==> config.mk <==
export PLATFORM = sky130hd
export DESIGN_NAME = tlpt_ctrl
export DESIGN_NICKNAME = d
export VERILOG_FILES = /design/src/tlpt_pkg.sv /design/src/tlpt_ctrl.sv
export SDC_FILE = /design/constraint.sdc
export NUM_CORES = 1
export LEC_CHECK = 0
export BUFFER_PORTS_ARGS = -buffer_cell sky130_fd_sc_hd__buf_2
export CELL_PAD_IN_SITES_DETAIL_PLACEMENT = 0
export CELL_PAD_IN_SITES_GLOBAL_PLACEMENT = 1
export CORE_UTILIZATION = 28
export CTS_BUF_LIST = sky130_fd_sc_hd__clkbuf_16
export CTS_CLUSTER_SIZE = 30
export DETAILED_ROUTE_END_ITERATION = 16
export PLACE_DENSITY = 0.72
export SLEW_MARGIN = 5
export SYNTH_ARGS = -nofsm -noshare
export SYNTH_HDL_FRONTEND = slang
export SYNTH_SLANG_ARGS = --single-unit
==> constraint.sdc <==
create_clock -name i_clk -period 1.5 [get_ports i_clk]
set_input_delay 0.15 -clock i_clk [delete_from_list [all_inputs] [get_ports i_clk]]
set_output_delay 0.15 -clock i_clk [all_outputs]
set_load 0.02 [all_outputs]
==> src/tlpt_pkg.sv <==
// Shared constants, codes and control/status bundles of the page table engine.
// No dependencies; every other file but tlpt_ram imports this package.
package tlpt_pkg;

    // Table geometry
    localparam int TABLE_SLOTS  = 16;
    localparam int IDX_W        = 10;
    localparam int DIR_ENTRIES  = 1 << IDX_W;
    localparam int PAGE_ENTRIES = 1 << IDX_W;
    localparam int OFS_W        = 12;
    localparam int ADDR_W       = 32;
    localparam int FRAME_W      = 20;
    localparam int SLOT_W       = (TABLE_SLOTS > 1) ? $clog2(TABLE_SLOTS) : 1;
    localparam int CNT_W        = $clog2(TABLE_SLOTS + 1);
    localparam int PAGE_DEPTH   = TABLE_SLOTS * PAGE_ENTRIES;
    localparam int PAGE_AW      = $clog2(PAGE_DEPTH);
    localparam int DIR_W        = SLOT_W + 1;
    localparam int PAGE_W       = FRAME_W + 1;

    localparam logic [ADDR_W-1:0] KERNEL_BASE = 32'hC000_0000;

    // Operation codes
    localparam logic [1:0] FN_TRANS = 2'd0;
    localparam logic [1:0] FN_MAP   = 2'd1;
    localparam logic [1:0] FN_UNMAP = 2'd2;

    // Status codes
    localparam logic [1:0] ST_OK         = 2'd0;
    localparam logic [1:0] ST_NOT_MAPPED = 2'd1;
    localparam logic [1:0] ST_POOL_FULL  = 2'd2;
    localparam logic [1:0] ST_ALREADY    = 2'd3;

    // Commands from controller to datapath
    typedef struct packed {
        logic       clr_wr;      // clearing pass writes zero entries
        logic       accept;      // latch a new item
        logic       dir_chk;     // directory read data is valid this cycle
        logic       dir_wr;      // install a new table in the directory
        logic       pg_wr;       // write a page entry
        logic       pg_new;      // page write goes to the freshly allocated table
        logic       pg_zero;     // page write clears present and frame
        logic       res_valid;   // load the result register
        logic       res_bypass;  // result is address minus kernel base
        logic       res_trans;   // result is the translated address
        logic [1:0] res_status;
    } t_ctl;

    // Status from datapath to controller
    typedef struct packed {
        logic clr_last;
        logic paging;
        logic dir_hit;
        logic pool_full;
        logic pg_present;
    } t_sts;

endpackage

==> src/tlpt_ctrl.sv <==
// Controller of the page table engine: clearing pass, walk sequencing, results.
// Depends on tlpt_pkg for codes and the command/status bundles.
module tlpt_ctrl
    import tlpt_pkg::*;
(
    input  logic       i_clk,
    input  logic       i_rst_n,
    input  logic       i_start,
    input  logic [1:0] i_func,
    input  t_sts       i_sts,
    output t_ctl       o_ctl,
    output logic       o_busy
);

    localparam logic [1:0] S_CLEAR = 2'd0;
    localparam logic [1:0] S_IDLE  = 2'd1;
    localparam logic [1:0] S_DIR   = 2'd2;
    localparam logic [1:0] S_PAGE  = 2'd3;

    logic [1:0] r_state, n_state;
    logic [1:0] r_func, n_func;
    t_ctl       ctl;

    // Next state and commands
    always_comb begin
        n_state = r_state;
        n_func  = r_func;
        ctl     = '0;
        unique case (r_state)
            S_CLEAR: begin
                ctl.clr_wr = 1'b1;
                if (i_sts.clr_last) begin
                    n_state = S_IDLE;
                end
            end
            S_IDLE: begin
                if (i_start) begin
                    ctl.accept = 1'b1;
                    n_func     = i_func;
                    unique case (i_func)
                        FN_TRANS: begin
                            if (i_sts.paging) begin
                                n_state = S_DIR;
                            end else begin
                                ctl.res_valid  = 1'b1;
                                ctl.res_bypass = 1'b1;
                                ctl.res_status = ST_OK;
                            end
                        end
                        FN_MAP, FN_UNMAP: begin
                            n_state = S_DIR;
                        end
                        default: begin
                            // unused code: no operation
                            ctl.res_valid  = 1'b1;
                            ctl.res_status = ST_OK;
                        end
                    endcase
                end
            end
            S_DIR: begin
                ctl.dir_chk = 1'b1;
                n_state     = S_IDLE;
                if (i_sts.dir_hit) begin
                    n_state = S_PAGE;
                end else if (r_func == FN_MAP) begin
                    ctl.res_valid = 1'b1;
                    if (i_sts.pool_full) begin
                        ctl.res_status = ST_POOL_FULL;
                    end else begin
                        // new table is known clear: write the page at once
                        ctl.dir_wr     = 1'b1;
                        ctl.pg_wr      = 1'b1;
                        ctl.pg_new     = 1'b1;
                        ctl.res_status = ST_OK;
                    end
                end else begin
                    ctl.res_valid  = 1'b1;
                    ctl.res_status = ST_NOT_MAPPED;
                end
            end
            S_PAGE: begin
                n_state       = S_IDLE;
                ctl.res_valid = 1'b1;
                unique case (r_func)
                    FN_TRANS: begin
                        ctl.res_trans  = i_sts.pg_present;
                        ctl.res_status = i_sts.pg_present ? ST_OK : ST_NOT_MAPPED;
                    end
                    FN_MAP: begin
                        ctl.pg_wr      = !i_sts.pg_present;
                        ctl.res_status = i_sts.pg_present ? ST_ALREADY : ST_OK;
                    end
                    default: begin
                        ctl.pg_wr      = i_sts.pg_present;
                        ctl.pg_zero    = 1'b1;
                        ctl.res_status = i_sts.pg_present ? ST_OK : ST_NOT_MAPPED;
                    end
                endcase
            end
            default: begin
                n_state = S_CLEAR;
            end
        endcase
    end

    // State registers
    always_ff @(posedge i_clk) begin
        if (!i_rst_n) begin
            r_state <= S_CLEAR;
            r_func  <= FN_TRANS;
        end else begin
            r_state <= n_state;
            r_func  <= n_func;
        end
    end

    assign o_ctl  = ctl;
    assign o_busy = (r_state != S_IDLE);

`ifndef SYNTHESIS
    // clearing pass never overlaps a table update
    a_clr_excl: assert property (@(posedge i_clk) disable iff (!i_rst_n)
        ctl.clr_wr |-> !(ctl.dir_wr || ctl.pg_wr || ctl.accept))
        else $error("clear overlaps table update");

    // a table is only installed by a map with room left in the pool
    a_dir_wr: assert property (@(posedge i_clk) disable iff (!i_rst_n)
        ctl.dir_wr |-> (r_func == FN_MAP && !i_sts.pool_full && !i_sts.dir_hit))
        else $error("directory write outside map");

    // an accepted map always goes to the directory lookup
    a_map_walk: assert property (@(posedge i_clk) disable iff (!i_rst_n)
        (ctl.accept && i_func == FN_MAP) |=> (r_state == S_DIR))
        else $error("map did not walk");
`endif

endmodule

==> reports/qor.yml <==
run_status:
  status: "completed"
setup_path:
  cpLargestDelayFamily: "flip-flops"
  path_common_cell: "buf_6"
  timing.rr.end: "r_state[0]$_SDFFE_PN0P_"
  critPathRequiredTime_ps: 1350
  critPathMaxFanout: 4
  worst_path_largest_cell_delay_ps: 370
  cp-startpoint: "r_state[0]$_SDFFE_PN0P_"
  end_kind: "output port"
  worst_r2r_path_depth: 7
  ff2ff_setup_slack_ps: 50
  worstPathBufferInverterCount: 3
  cp.arrival_ps: 1330
  cp_slowest_cell: "dfxtp_4"
  timing.critical_path.from_type: "register"
  r2r_start: "r_state[0]$_SDFFE_PN0P_"
  crit_chain: "inv_4 > ha_4 > nand2b_4 > buf_6 > nor3_4 > buf_6"
  setup.worst_path.class: "register to output port"
clock_tree:
  clk_latency_ps: 220
  clockBufferDepth: 2
  numCtsBuffers: 3
  cts_tree: "done"
  cts.reportedPaths.clkPinSlew_ps: 30
  cts_root_buffer: "clkbuf_16"
  cts_htree_levels: 1
  ctsHoldBuffers: 0
  clkSinkCount: 4
min_path:
  holdPathEnd: "r_func[1]$_SDFFE_PN0P_"
  hold_depth: 3
  min-delay-start: "i_func[1]"
  hp-class: "input port to register"
floorplan:
  initial_core_util_pct: 31.1
  chipWidth_um: 40.8
  fp.dieH_um: 40.8
  die_area_mm2: 0.00166
  top_level_ports: 23
  core_area_mm2: 0.00135
  num_rows: 13
timing:
  timing.clock.skew_ps: 2.03
  tightestPinTransition_ps: 221
  final_hold_viol_count: 0
  fin_ws_ps: 18.5
  slew_headroom_pct: 85.3
  rsz0062_at_grt: "yes"
  final.period_utilization_pct: 98.8
  setup_violations: 0
  fmax_mhz: 675
  final_period_minus_worst_setup_slack_ps: 1480
  drv_slew: 0
logic_synthesis:
  synthesis.nets: 71
  ys_seq_elements: 4
  yosysSeqAreaShare_pct: 19.0
  yosysWarningCount: 0
  syn_area_um2: 420
  yosysUniqueCellTypes: 22
  syn_area_per_cell_um2: 7.64
  netlist_instances: 55
detailed_routing:
  drc: 0
  drt_wl_total_um: 1000
  vias: 454
  route.detailed.wl_per_inst_um: 10.1
  dr_iter_0_viols: 3
  ant_nets: 0
  drt_pass1_iterations: 4
  vias_per_cell: 4.59
cells_and_area:
  num-fill-cells: 126
  most-common-layout-cells: "buf_2, nand2_1, buf_4, inv_1, buf_6"
  most_common_cell_after_layout_fill_and_taps_aside: "buf_2"
  antennaDiodeCount: 0
  nNetsFinal: 102
  fraction_of_the_core_area_covered_by_cells_at_the_end_of_the_flow_pct: 58.8
  drive_gt1_share_pct: 57.1
  syn_to_final_growth_pct: 88.7
grt:
  grt_pass1_wl_um: 1380
  grt_max_degree: 7
  first_global_vias: 364
  grt_use_total_pct: 13.6
  grt-ovfl-total: 0
  grt_antenna_before_repair: 0
power:
  total_leakage_power_nw: 0.382
  power.total_mw: 0.737
  vdd_drop_max_mv: 0.918
  power.density_cell_area_mw_per_mm2: 929
placed_design:
  place.detailed.hpwl_um: 773
  preCtsSetupSlack_ps: 104
  io_buffers: 22
  gp_routability_congestion: 0.633
run:
  drv_cap: 0
## cells in the mapped netlist
cell      number  share of area (%)
nor2_1         3                2.7
mux2_4         1                3.6
nand2b_1       2                3.0
inv_1          7                6.3
xnor2_1        1                2.1
nor3_1         3                3.6
and2b_1        1                1.8
a32o_1         1                2.4
and2_1         1                1.5
a21oi_1        2                2.4
nand3_1        1                1.2
nand3b_4       1                4.8
buf_4          1                1.8
o21ai_2        1                2.1
nand2_1       10                8.9
dfxtp_1        4                 19
mux2i_1        1                2.4
ha_1           6                 18
nor3b_1        1                1.8
nor2b_1        3                4.5
a21boi_0       2                3.6
o22ai_1        2                3.0
## stage by stage
stage               instances  hold slack, ps  TNS, ps  instance area [µm²]
finish                     99             190        0                  793
global route               99             228     -165                  793
CTS                        98             191    -2.29                  691
detailed placement         94             424        0                  578
global placement           94             424        0                  578
floorplan                  55             278        0                  434
## report_power, final
part / switching (mW) / total [mW] / internal, mW
combinational: 0.0976 / 0.191 / 0.0935
clock: 0.0709 / 0.411 / 0.340
sequential: 0.0180 / 0.135 / 0.117
## worst reg2reg max path, cell delays in order, from the launching register on
cell,delay (ps)
dfxtp_4,390
inv_4,50
buf_4,130
ha_1,190
and2b_1,190
nand3b_4,160
a21oi_1,160
nor2b_1,60
## registers in the layout (all words and copies together) (netlist names)
signal,count
r_func,2
r_state,2
## metal layers
layer  up-vias  GRT usage, %  share of wire (%)
li1        238             -                  -
met1       201          12.6                 39
met2        15          24.2                 53
met3         0          9.78                7.5
met4         0          2.50                  0
met5         -             0                  0
## how the worst max path moves through the flow
| stage | end | cells past startpoint |
|---|---|---|
| after global placement | o_ctl[4] | 8 |
| after detailed placement | o_ctl[4] | 8 |
| after CTS | o_ctl[3] | 6 |
| after global routing | r_state[0]$_SDFFE_PN0P_ | 7 |
| final | o_ctl[8] | 6 |
| after floorplan | o_ctl[8] | 5 |
## what timing repair did
| action | in CTS | in global routing |
|---|---|---|
| pin swaps | 0 | 8 |
| setup endpoints to repair | 7 | 8 |
| setup buffers | 1 | 1 |
| hold endpoints to repair | 0 | 0 |
| gates resized for setup | 11 | 23 |
## cell type report
| type | count | area (µm²) | share of cell area [%] |
|---|---|---|---|
| Sequential cell | 4 | 87.6 | 11.0 |
| Clock buffer | 3 | 75.1 | 9.46 |
| Inverter | 7 | 31.3 | 3.94 |
| Timing Repair Buffer | 27 | 184 | 23.2 |
| Tap cell | 15 | 18.8 | 2.37 |
| Multi-Input combinational cell | 43 | 397 | 50.0 |
## cell families after synthesis
family                     after synthesis  share of synthesized area, %
and+or+nand+nor                         26                          33.6
AOI/OAI and AO/OA                        8                          13.4
buffers and inverters                    8                          8.04
adders and majority gates                6                          17.9
DFF                                      4                          19.0
muxes                                    2                          5.95
xor gates and xnor gates                 1                          2.08
(Power assumes the default switching activity.)
